File: src/hw/rtl/ordered_job_table_core_defines.svh
// Assertion macros for the ordered job table RTL.
// Included by the modules that carry concurrent checks; needs clk_i and rst_ni in scope.
`ifndef ORDERED_JOB_TABLE_CORE_DEFINES_SVH
`define ORDERED_JOB_TABLE_CORE_DEFINES_SVH

`ifndef SYNTHESIS
// Check prop on every rising clock edge outside reset.
`define OJT_ASSERT(lbl, prop, msg) \
  lbl: assert property (@(posedge clk_i) disable iff (!rst_ni) prop) else $error(msg);
// Check that cond never holds outside reset.
`define OJT_ASSERT_NEVER(lbl, cond, msg) \
  lbl: assert property (@(posedge clk_i) disable iff (!rst_ni) !(cond)) else $error(msg);
`else
`define OJT_ASSERT(lbl, prop, msg)
`define OJT_ASSERT_NEVER(lbl, cond, msg)
`endif

`endif

File: src/hw/rtl/ojt_pkg.sv
// Shared types and constants of the ordered job table.
// No dependencies; used by ojt_match_unit and ordered_job_table_core.
package ojt_pkg;

  localparam int MAX_JOBS_DEF = 16;
  localparam int REQ_W        = 4;
  localparam int PID_W        = 22;
  localparam int POS_W        = 5;
  localparam int TIME_W       = 32;
  localparam int STATUS_W     = 2;

  typedef enum logic [REQ_W-1:0] {
    REQ_ADD       = 4'd0,
    REQ_REMOVE    = 4'd1,
    REQ_SET_SUSP  = 4'd2,
    REQ_TO_BG     = 4'd3,
    REQ_TO_FG     = 4'd4,
    REQ_FIND_PID  = 4'd5,
    REQ_FIND_POS  = 4'd6,
    REQ_LAST_SUSP = 4'd7,
    REQ_FIRST_FG  = 4'd8
  } req_e;

  typedef enum logic [STATUS_W-1:0] {
    STAT_OK        = 2'd0,
    STAT_NOT_FOUND = 2'd1,
    STAT_FULL      = 2'd2
  } status_e;

  typedef enum logic [2:0] {
    S_IDLE,
    S_SCAN,
    S_READ,
    S_SHIFT,
    S_DONE
  } state_e;

  typedef struct packed {
    logic [PID_W-1:0]  pid;
    logic              suspended;
    logic              background;
    logic [TIME_W-1:0] start;
  } job_t;

  typedef struct packed {
    req_e             req;
    logic [PID_W-1:0] pid;
  } match_ctrl_t;

endpackage

File: src/hw/rtl/ojt_match_unit.sv
// Shared entry test of the ordered job table scan: pid match or flag test.
// Depends on ojt_pkg.
module ojt_match_unit import ojt_pkg::*; (
  input  match_ctrl_t ctrl_i,
  input  job_t        entry_i,
  output logic        hit_o
);

  always_comb begin
    case (ctrl_i.req)
      REQ_REMOVE,
      REQ_SET_SUSP,
      REQ_TO_BG,
      REQ_TO_FG,
      REQ_FIND_PID:  hit_o = (entry_i.pid == ctrl_i.pid);
      REQ_LAST_SUSP: hit_o = entry_i.suspended;
      REQ_FIRST_FG:  hit_o = !entry_i.background;
      default:       hit_o = 1'b0;
    endcase
  end

endmodule

File: src/hw/rtl/ordered_job_table_core.sv
// Ordered job table: entry memory, scan/compaction sequencer and result register.
// Depends on ojt_pkg, ojt_match_unit and ordered_job_table_core_defines.svh.
//
//  channel | direction | handshake              | payload
//  --------+-----------+------------------------+------------------------------------------
//  in      | input     | in_valid_i / in_stall_o | req_type, proc_id, position, flag_value,
//          |           |                        | now_time
//  out     | output    | out_valid_o/out_stall_i | status, job_position, job_pid,
//          |           |                        | job_suspended, job_background, job_start,
//          |           |                        | job_count
//
// Add writes the new entry at the tail; find by position reads one entry. Pid and flag
// searches read one entry a cycle through the single read port of the entry memory and the
// shared match unit; remove then closes the gap, one entry moved per cycle. The input stalls
// from acceptance until the result is loaded into the output register, which may still hold
// an untaken transaction while the next one runs. Reset clears state, count and valid flags
// only; entry memory is not cleared.
`include "ordered_job_table_core_defines.svh"

module ordered_job_table_core import ojt_pkg::*; #(
  parameter int MAX_JOBS = MAX_JOBS_DEF
) (
  input  logic              clk_i,
  input  logic              rst_ni,
  input  logic              in_valid_i,
  output logic              in_stall_o,
  input  logic [REQ_W-1:0]  req_type_i,
  input  logic [PID_W-1:0]  proc_id_i,
  input  logic [POS_W-1:0]  position_i,
  input  logic              flag_value_i,
  input  logic [TIME_W-1:0] now_time_i,
  output logic              out_valid_o,
  input  logic              out_stall_i,
  output logic [STATUS_W-1:0] status_o,
  output logic [POS_W-1:0]  job_position_o,
  output logic [PID_W-1:0]  job_pid_o,
  output logic              job_suspended_o,
  output logic              job_background_o,
  output logic [TIME_W-1:0] job_start_o,
  output logic [POS_W-1:0]  job_count_o
);

  localparam int IDX_W = $clog2(MAX_JOBS);
  localparam int CNT_W = $clog2(MAX_JOBS + 1);
  localparam int CMP_W = (CNT_W > POS_W) ? CNT_W : POS_W;

  state_e             state_q, state_d;
  logic [CNT_W-1:0]   cnt_q, cnt_d;
  logic [IDX_W-1:0]   idx_q, idx_d;
  logic [CNT_W-1:0]   rem_q, rem_d;
  logic               pv_q, pv_d;
  logic [IDX_W-1:0]   pidx_q, pidx_d;
  req_e               req_q, req_d;
  logic [PID_W-1:0]   pid_q, pid_d;
  logic               flag_q, flag_d;

  status_e            res_status_q, res_status_d;
  logic [POS_W-1:0]   res_pos_q, res_pos_d;
  job_t               res_ent_q, res_ent_d;

  logic               out_valid_q, out_valid_d;
  status_e            out_status_q;
  logic [POS_W-1:0]   out_pos_q;
  job_t               out_ent_q;
  logic [POS_W-1:0]   out_cnt_q;

  job_t               mem_q [MAX_JOBS];
  job_t               rd_q;
  logic               mem_we, mem_re;
  logic [IDX_W-1:0]   mem_waddr, mem_raddr;
  job_t               mem_wdata;

  logic               accept, table_full, pos_ok, scan_hit, out_free, load_out;
  logic               scan_hit_raw;
  req_e               in_req;
  match_ctrl_t        match_ctrl;
  job_t               upd_ent;
  logic [CNT_W-1:0]   slot_pos;

  assign in_req     = req_e'(req_type_i);
  assign in_stall_o = (state_q != S_IDLE);
  assign accept     = in_valid_i && !in_stall_o;
  assign table_full = (cnt_q == CNT_W'(MAX_JOBS));
  assign pos_ok     = (position_i != '0) && (CMP_W'(position_i) <= CMP_W'(cnt_q));
  assign out_free   = !out_valid_q || !out_stall_i;
  assign load_out   = (state_q == S_DONE) && out_free;
  assign slot_pos   = CNT_W'(pidx_q) + CNT_W'(1);

  assign match_ctrl = '{req: req_q, pid: pid_q};

  ojt_match_unit u_match (
    .ctrl_i  (match_ctrl),
    .entry_i (rd_q),
    .hit_o   (scan_hit_raw)
  );

  assign scan_hit = pv_q && scan_hit_raw;

  // Flag updates applied to the matched entry.
  always_comb begin
    upd_ent = rd_q;
    case (req_q)
      REQ_SET_SUSP: upd_ent.suspended  = flag_q;
      REQ_TO_BG:    upd_ent.background = 1'b1;
      REQ_TO_FG:    upd_ent.background = 1'b0;
      default:      upd_ent = rd_q;
    endcase
  end

  // Next state.
  always_comb begin
    state_d = state_q;
    case (state_q)
      S_IDLE: begin
        if (accept) begin
          case (in_req)
            REQ_ADD:       state_d = S_DONE;
            REQ_FIND_POS:  state_d = pos_ok ? S_READ : S_DONE;
            REQ_REMOVE,
            REQ_SET_SUSP,
            REQ_TO_BG,
            REQ_TO_FG,
            REQ_FIND_PID,
            REQ_LAST_SUSP,
            REQ_FIRST_FG:  state_d = S_SCAN;
            default:       state_d = S_DONE;
          endcase
        end
      end
      S_SCAN: begin
        if (scan_hit) begin
          state_d = (req_q == REQ_REMOVE) ? S_SHIFT : S_DONE;
        end else if (rem_q == '0) begin
          state_d = S_DONE;
        end
      end
      S_SHIFT: begin
        if (rem_q == '0) begin
          state_d = S_DONE;
        end
      end
      S_READ: state_d = S_DONE;
      S_DONE: begin
        if (out_free) begin
          state_d = S_IDLE;
        end
      end
      default: state_d = S_IDLE;
    endcase
  end

  // Datapath and memory control.
  always_comb begin
    cnt_d        = cnt_q;
    idx_d        = idx_q;
    rem_d        = rem_q;
    pv_d         = pv_q;
    pidx_d       = pidx_q;
    req_d        = req_q;
    pid_d        = pid_q;
    flag_d       = flag_q;
    res_status_d = res_status_q;
    res_pos_d    = res_pos_q;
    res_ent_d    = res_ent_q;
    mem_we       = 1'b0;
    mem_waddr    = pidx_q;
    mem_wdata    = rd_q;
    mem_re       = 1'b0;
    mem_raddr    = idx_q;

    case (state_q)
      S_IDLE: begin
        if (accept) begin
          req_d        = in_req;
          pid_d        = proc_id_i;
          flag_d       = flag_value_i;
          pv_d         = 1'b0;
          rem_d        = cnt_q;
          idx_d        = '0;
          res_status_d = STAT_NOT_FOUND;
          res_pos_d    = '0;
          res_ent_d    = '0;
          case (in_req)
            REQ_ADD: begin
              if (table_full) begin
                res_status_d = STAT_FULL;
              end else begin
                mem_we       = 1'b1;
                mem_waddr    = IDX_W'(cnt_q);
                mem_wdata    = '{pid: proc_id_i, suspended: flag_value_i,
                                 background: 1'b0, start: now_time_i};
                res_ent_d    = mem_wdata;
                res_status_d = STAT_OK;
                res_pos_d    = POS_W'(cnt_q + CNT_W'(1));
                cnt_d        = cnt_q + CNT_W'(1);
              end
            end
            REQ_FIND_POS: begin
              if (pos_ok) begin
                mem_re    = 1'b1;
                mem_raddr = IDX_W'(position_i - POS_W'(1));
                pidx_d    = mem_raddr;
              end
            end
            // walk from the tail toward position one
            REQ_LAST_SUSP: idx_d = IDX_W'(cnt_q - CNT_W'(1));
            default: idx_d = '0;
          endcase
        end
      end
      S_SCAN: begin
        if (scan_hit) begin
          res_status_d = STAT_OK;
          res_pos_d    = POS_W'(slot_pos);
          res_ent_d    = rd_q;
          pv_d         = 1'b0;
          case (req_q)
            REQ_REMOVE: begin
              // report the job as it was, then close the gap
              idx_d = pidx_q + IDX_W'(1);
              rem_d = cnt_q - slot_pos;
              cnt_d = cnt_q - CNT_W'(1);
            end
            REQ_SET_SUSP,
            REQ_TO_BG,
            REQ_TO_FG: begin
              mem_we    = 1'b1;
              mem_waddr = pidx_q;
              mem_wdata = upd_ent;
              res_ent_d = upd_ent;
            end
            default: res_ent_d = rd_q;
          endcase
        end else if (rem_q != '0) begin
          mem_re = 1'b1;
          pidx_d = idx_q;
          pv_d   = 1'b1;
          rem_d  = rem_q - CNT_W'(1);
          idx_d  = (req_q == REQ_LAST_SUSP) ? idx_q - IDX_W'(1) : idx_q + IDX_W'(1);
        end
      end
      S_SHIFT: begin
        // move the entry read last cycle up one slot
        if (pv_q) begin
          mem_we    = 1'b1;
          mem_waddr = pidx_q - IDX_W'(1);
          mem_wdata = rd_q;
        end
        if (rem_q != '0) begin
          mem_re = 1'b1;
          pidx_d = idx_q;
          pv_d   = 1'b1;
          rem_d  = rem_q - CNT_W'(1);
          idx_d  = idx_q + IDX_W'(1);
        end else begin
          pv_d = 1'b0;
        end
      end
      S_READ: begin
        res_status_d = STAT_OK;
        res_pos_d    = POS_W'(slot_pos);
        res_ent_d    = rd_q;
      end
      default: begin
        pv_d = pv_q;
      end
    endcase
  end

  always_comb begin
    out_valid_d = out_valid_q && out_stall_i;
    if (load_out) begin
      out_valid_d = 1'b1;
    end
  end

  always_ff @(posedge clk_i or negedge rst_ni) begin
    if (!rst_ni) begin
      state_q     <= S_IDLE;
      cnt_q       <= '0;
      pv_q        <= 1'b0;
      out_valid_q <= 1'b0;
    end else begin
      state_q     <= state_d;
      cnt_q       <= cnt_d;
      pv_q        <= pv_d;
      out_valid_q <= out_valid_d;
    end
  end

  always_ff @(posedge clk_i) begin
    idx_q        <= idx_d;
    rem_q        <= rem_d;
    pidx_q       <= pidx_d;
    req_q        <= req_d;
    pid_q        <= pid_d;
    flag_q       <= flag_d;
    res_status_q <= res_status_d;
    res_pos_q    <= res_pos_d;
    res_ent_q    <= res_ent_d;
    if (load_out) begin
      out_status_q <= res_status_q;
      out_pos_q    <= res_pos_q;
      out_ent_q    <= res_ent_q;
      out_cnt_q    <= POS_W'(cnt_q);
    end
  end

  always_ff @(posedge clk_i) begin
    if (mem_we) begin
      mem_q[mem_waddr] <= mem_wdata;
    end
    if (mem_re) begin
      rd_q <= mem_q[mem_raddr];
    end
  end

  assign out_valid_o      = out_valid_q;
  assign status_o         = out_status_q;
  assign job_position_o   = out_pos_q;
  assign job_pid_o        = out_ent_q.pid;
  assign job_suspended_o  = out_ent_q.suspended;
  assign job_background_o = out_ent_q.background;
  assign job_start_o      = out_ent_q.start;
  assign job_count_o      = out_cnt_q;

  `OJT_ASSERT(a_cnt_bound, cnt_q <= CNT_W'(MAX_JOBS), "job count above table depth")
  `OJT_ASSERT(a_cnt_step, (cnt_q != $past(cnt_q)) |-> ((cnt_q == $past(cnt_q) + CNT_W'(1)) || ($past(cnt_q) == cnt_q + CNT_W'(1))), "job count moved by more than one")
  `OJT_ASSERT(a_out_load, $rose(out_valid_q) |-> $past(state_q == S_DONE), "result shown without a finished request")
  `OJT_ASSERT_NEVER(a_shift_req, (state_q == S_SHIFT) && (req_q != REQ_REMOVE), "compaction outside a remove")
  `OJT_ASSERT_NEVER(a_shift_src, (state_q == S_SHIFT) && pv_q && (pidx_q == '0), "compaction source at slot zero")

endmodule
File: config.mk
export PLATFORM = sky130hd
export DESIGN_NAME = ordered_job_table_core
export DESIGN_NICKNAME = d
export VERILOG_FILES = /design/src/hw/rtl/ojt_pkg.sv /design/src/hw/rtl/ojt_match_unit.sv /design/src/hw/rtl/ordered_job_table_core.sv
export VERILOG_INCLUDE_DIRS = /design/src /design/src/hw/rtl
export SDC_FILE = /design/constraint.sdc
export NUM_CORES = 1
export LEC_CHECK = 0
export BUFFER_PORTS_ARGS = -buffer_cell sky130_fd_sc_hd__clkbuf_2
export CAP_MARGIN = 20
export CORE_ASPECT_RATIO = 1.2
export CORE_MARGIN = 2
export CORE_UTILIZATION = 55
export DETAILED_ROUTE_END_ITERATION = 12
export HOLD_SLACK_MARGIN = 0.08
export PLACE_DENSITY = 0.7
export SYNTH_ARGS = -nofsm -noshare
export SYNTH_HDL_FRONTEND = slang
export SYNTH_HIERARCHICAL = 1
export SYNTH_SLANG_ARGS = --single-unit
File: constraint.sdc
create_clock -name clk_i -period 6.2 [get_ports clk_i]
set_input_delay 1.24 -clock clk_i [delete_from_list [all_inputs] [get_ports clk_i]]
set_output_delay 1.24 -clock clk_i [all_outputs]
set_load 0.02 [all_outputs]
# == Yosys cells after proc, flatten, opt, wreduce, memory -nomap -nowiden ==
# Memory sizes are Yosys's and may differ from the RTL's. A register that Yosys moved wholly into a read port is not among the register bits.
# Cells that the tools add are included.
# Widths: inputs -> output; s select.
# word_totals
reg_bits,181
ramBits,896
in_bits,68
out_inout_bits,70
wordCells,184
mem_count,1
# memory_table
memory,words,width,rd,rd_ports_with_merged_regs,write_ports,line,text
mem_q,16,56,1,1,1,ordered_job_table_core.sv:67,job_t mem_q [MAX_JOBS];
# classes
add_sub_neg,10
n_lt_le_gt_ge,1
n_eq_ne,33
n_mux,86
reduce_logical,30
# op_table
cell,count
$mux 56,7
$pmux 56 s3,1
$pmux 56 s2,1
$mux 4,20
$mux 34,2
$mux 5,13
$pmux 5 s3,2
$eq 4x3->1 const B,7
$pmux 4 s3,2
$eq 22x22->1,1
$mux 1,18
$mux 3,6
$ne 2x2->1 const B,9
$eq 4x2->1 const B,4
$pmux 3 s5,1
$pmux 1 s3,4
$sub 4x1->4 const B,3
$pmux 5 s2,1
$reduce_and 5->1,2
$reduce_bool 5->1,2
$sub 5x1->5 const B,2
$reduce_and 3->1,3
$reduce_bool 3->1,3
$add 4x1->4 const B,2
29 further kinds,44

# == Longest topological paths before layout ==
# logic_depth
ltp_word,8
ltp_mapped,13
ltp_nobuf,11

# == Modules after synthesis ==
# Netlist, hierarchy kept.
# modules_own_cells
module,instances,cells_each,area_each_um2,seq_area_each_um2
ordered_job_table_core,1,2539,44174.9,33972.6
ojt_match_unit,1,36,280.3,0.0

# == Worst setup path before layout ==
# Ideal clock, no wire load.
# synth_timing
path_type,input port to flip-flop
from,input port in_valid_i
to,memory mem_q[0][0] in the netlist's numbering (enable)
setup_time_ps,470
arrival_time_ps,5641
t_required_ps,5730
path_slack_ps,89
cell_stages,6
path_buffers,0
path_cell_list,nor4b_4 nand2_1 nand3_1 o221ai_1 or2_2 nor2_1
# synth_between
elab_chain_cells,5
word_cells_on_any_way,7
classes_between,mux (6); reduce/logical (1)
# synth_rtl
element,line,text
from (decl),ordered_job_table_core.sv:25,"input logic in_valid_i,"
$logic_and 1x1->1 *,ordered_job_table_core.sv:82,assign accept = in_valid_i && !in_stall_o;
$mux 1,ordered_job_table_core.sv:173,if (accept) begin
$pmux 1 s3,ordered_job_table_core.sv:171,case (state_q)
$mux 1,ordered_job_table_core.sv:310,if (mem_we) begin
$mux 1 (implied by the code),ordered_job_table_core.sv:311,mem_q[mem_waddr] <= mem_wdata;
to (decl),ordered_job_table_core.sv:67,
# Mark *: on every way between the ends. The rest lies on a longest branch, timed or not.

# == Worst setup path after layout ==
# layout_timing
from,register req_q[1]
to,memory mem_q[15][27] in the netlist's numbering (enable)
# layout_between
elab_chain_cells,8
word_cells_on_any_way,16
classes_between,eq/ne (7); mux (6); reduce/logical (3)
# layout_rtl
element,line,text
from (decl),ordered_job_table_core.sv:53,"req_e req_q, req_d;"
from (signal assigned),ordered_job_table_core.sv:295,req_q <= req_d;
"$eq 4x1->1, or another cell as far along",ojt_match_unit.sv:10,case (ctrl_i.req)
$reduce_or 5->1,ojt_match_unit.sv:10,
$pmux 1 s3 *,ojt_match_unit.sv:10,
net scan_hit_raw,ordered_job_table_core.sv:74,logic scan_hit_raw;
$logic_and 1x1->1 *,ordered_job_table_core.sv:97,assign scan_hit = pv_q && scan_hit_raw;
$mux 1 *,ordered_job_table_core.sv:212,if (scan_hit) begin
$pmux 1 s3 *,ordered_job_table_core.sv:171,
$mux 1 *,ordered_job_table_core.sv:310,
$mux 1 (implied by the code) *,ordered_job_table_core.sv:311,
# Mark *: on every way through the listed nets, which the timed path passes. The rest lies on a longest branch.

==> impl_metrics.yaml <==
run_status:
  outcome: "complete, no violations"
clock_tree:
  cts_sinks: 1133
  cts_tree: "yes"
  clk_latency_ns: 0.69
  cts_resized: 0
  postCtsHoldBufs: 0
  cts_buffers: 106
  h-tree-depth: 3
  clkTransAtPathRegs_ns: 0.06
  postCtsSetupRepairBufs: 0
  cts_buffer_depth: 3
  cts-root-buf: "clkbuf_16"
drt:
  wirelength_um: 111100
  via_per_inst: 6.431
  firstDrtPassIters: 8
  detail_route.wl_per_cell_um: 28.52
  drt_iter0_markers: 2651
  via_count: 25057
  antenna_left: 0
  drc: 0
synth:
  synth.avg_cell_area_um2: 17.26
  synth_nets: 2663
  netlist.area_leader.share: 0.7586
  synthFlopType: "edfxtp_1"
  synth_edf_count: 1123
  synth_cell_type_count: 63
  syn-cell-area_um2: 44460
  syn_inst: 2575
  async_flop_share: 0.008826
  ys_ff_latch: 1133
  yosysSeqAreaShare: 0.7642
  yosysTopAreaCell: "edfxtp_1"
  ys_top_cells_by_area: "edfxtp_1, mux2i_1, o22ai_1"
  synth_warnings: 6
power:
  p_int_uw: 16710
  max-vdd-ir-drop_v: 0.0002393
  p_leak_uw: 0.01838
  share_comb_of_total_power: 0.277
  power_frac_seq: 0.458
  p_clk_frac: 0.265
  swShare: 0.3155
  power.total_uw: 24420
  p_sw_uw: 7705
  powerDensity_nw_per_um2: 482.3
job:
  max-cap-violations: 0
global_routing:
  grt_pass1_vias: 24557
  grt_use_met1: 0.3584
  use_met3: 0.03676
  grt_max_degree: 59
  globalRouteOverflowTotal: 0
  grt_use_total: 0.2646
  gr-usage-met2: 0.4443
  grt-busiest-layer: "met2"
  grt_pass1_wl_um: 160500
  antenna_found_initial: 1
worst_setup_path:
  cp-end-kind: "flip-flop"
  crit_end: "mem_q[15][27]$_DFFE_PP_"
  cp_max_fo: 15
  cp.depth: 11
  cp_slowest_stage_delay_ns: 0.84
  worst_r2r_endpoint: "mem_q[15][27]$_DFFE_PP_"
  r2r-start: "req_q[1]$_DFFE_PP_"
  crit_required_ns: 6.55
  reg2reg_slack_ns: 1.39
  worst_path_max_delay_cell: "nor2_4"
  crit_top_cell: "nor3_1"
  critical_path_class: "flip-flop to flip-flop"
  path_cells: "nor3_1, nor4_1, nand4_1, o21ai_1, nand3_1, nor3_1, a221oi_1, inv_1, nand2_1, nor2_4, buf_4"
  arrival_ns: 5.15
  cp-start-kind: "flip-flop"
  crit_family: "simple AND/OR/NAND/NOR gates"
  critPathBufInv: 2
  ff2ff_path_depth: 11
  crit_start: "req_q[1]$_DFFE_PP_"
worst_hold_path:
  hold_path.class: "input pin to async pin"
placement:
  hpwl_um: 56710
  gp_congestion: 0.9635
  dpl_cell_area_um2: 47170
  io_buffer_count: 137
sta:
  fmaxAchievable_mhz: 208.1
  setup_tns_ns: 0
  rsz0062_at_grt: "false"
  layout_min_cycle_time_ns: 4.805
  tightestPinTransition_ns: 1.168
  max-slew-margin-rel: 0.2212
  fin_crit_sh: 0.7750
  setup_viol: 0
  hold_viol: 0
  slew_violations: 0
  clock_skew_ns: 0.06200
floorplan:
  start_util: 0.5536
  row_count: 114
  die_h_um: 315.4
  die_x_um: 263.5
  ioPinCount: 138
  die_area_um2: 83130
  core_area_um2: 80300
cells_and_area:
  finalNetCount: 2853
  design_area_um2: 50630
  diodes: 0
  syn2layout_area_growth_pct: 13.90
  drive_gt1_frac: 0.1480
  mostFrequentLayoutCells: "edfxtp_1, mux2i_1, o22ai_1"
  layout_commonest_cell: "edfxtp_1"
==> registers in the layout, indices dropped and copies added (netlist names), 22 cells and up <==
signal and flops:
job_pid_o 22, pid_q 22, job_start_o 32, res_ent_q 56
rd_q 56, mem_q 896
==> cell usage after synthesis, types with 3 or more instances <==
| master | n |
|---|---|
| a211oi_1 | 3 |
| a21oi_1 | 23 |
| a22o_1 | 55 |
| a31oi_1 | 6 |
| a41oi_1 | 8 |
| and2_1 | 4 |
| buf_1 | 20 |
| buf_2 | 31 |
| buf_4 | 3 |
| buf_6 | 26 |
| clkbuf_1 | 62 |
| dfrtp_1 | 10 |
| edfxtp_1 | 1123 |
| ha_1 | 19 |
| inv_1 | 21 |
| mux2i_1 | 452 |
| nand2_1 | 181 |
| nand2b_1 | 8 |
| nand3_1 | 29 |
| nand4_1 | 5 |
| nor2_1 | 53 |
| nor2b_1 | 5 |
| nor3_1 | 11 |
| nor4_1 | 11 |
| nor4b_1 | 3 |
| o21ai_0 | 23 |
| o221ai_1 | 6 |
| o22ai_1 | 233 |
| or4_1 | 56 |
| xnor2_1 | 20 |
| xor2_1 | 27 |
==> worst min-delay path by stage <==
stage | startpoint | end | cells after the start
5_1_grt | rst_ni | cnt_q[2]$_DFFE_PN0P_ | 1
3_3_place_gp | res_ent_q[47]$_DFFE_PP_ | job_pid_o[13]$_DFFE_PP_ | 0
4_1_cts | rst_ni | state_q[0]$_DFFE_PN0P_ | 1
2_1_floorplan | res_ent_q[32]$_DFFE_PP_ | job_background_o$_DFFE_PP_ | 0
6_report | rst_ni | state_q[0]$_DFFE_PN0P_ | 1
3_5_place_dp | res_status_q[1]$_SDFFCE_PP0P_ | status_o[1]$_DFFE_PP_ | 0
==> layout make-up <==
class                           count  area (um2)
Timing Repair Buffer              224        1864
Clock inverter                     73       730.7
Fill cell                        5566       29670
Inverter                           21       78.83
Sequential cell                  1133       33970
Multi-Input combinational cell   1279        9946
Clock buffer                      122        2734
Tap cell                         1044        1306
==> cells by family after synthesis <==
family | Yosys count | share of synthesized area
XOR/XNOR | 47 | 0.009260
flip-flops | 1133 | 0.7642
multiplexers | 454 | 0.1023
AO/OA/AOI/OAI | 375 | 0.05652
adder cells (fa/ha/maj) | 20 | 0.005798
buffers and inverters | 163 | 0.01928
AND/OR/NAND/NOR | 383 | 0.04267
==> metal layers <==
metal  share of wire  wire length (um)  up-vias
met5        0.000099                11        -
met4           0.031              3410        2
met3           0.087              9612      241
met2            0.49             54790     1298
met1            0.39             43290    12879
li1                -                 -    10637
==> through the flow <==
step                      worst slack [ns]  cells  hold WS (ns)    util
after detailed placement             1.163   3701        0.4045  0.5874
after global placement               1.224   3700        0.4010  0.5873
after floorplan                    0.08879   2575        0.4003       -
after CTS                            1.467   3896        0.3865  0.6305
final                                1.395   3896        0.4153  0.6305
after global routing                 1.309   3896        0.4178  0.6305
==> power by group through the flow <==
stage	clock network [uW]	logic, uW	registers [uW]
final	6470	6760	11200
after global routing	6830	7200	11300
after CTS	6540	6710	11200
after detailed placement	0	6680	11300
after global placement	0	6480	11300
after floorplan	0	4390	11200
Note: power is estimated with default switching activity, not from simulation.
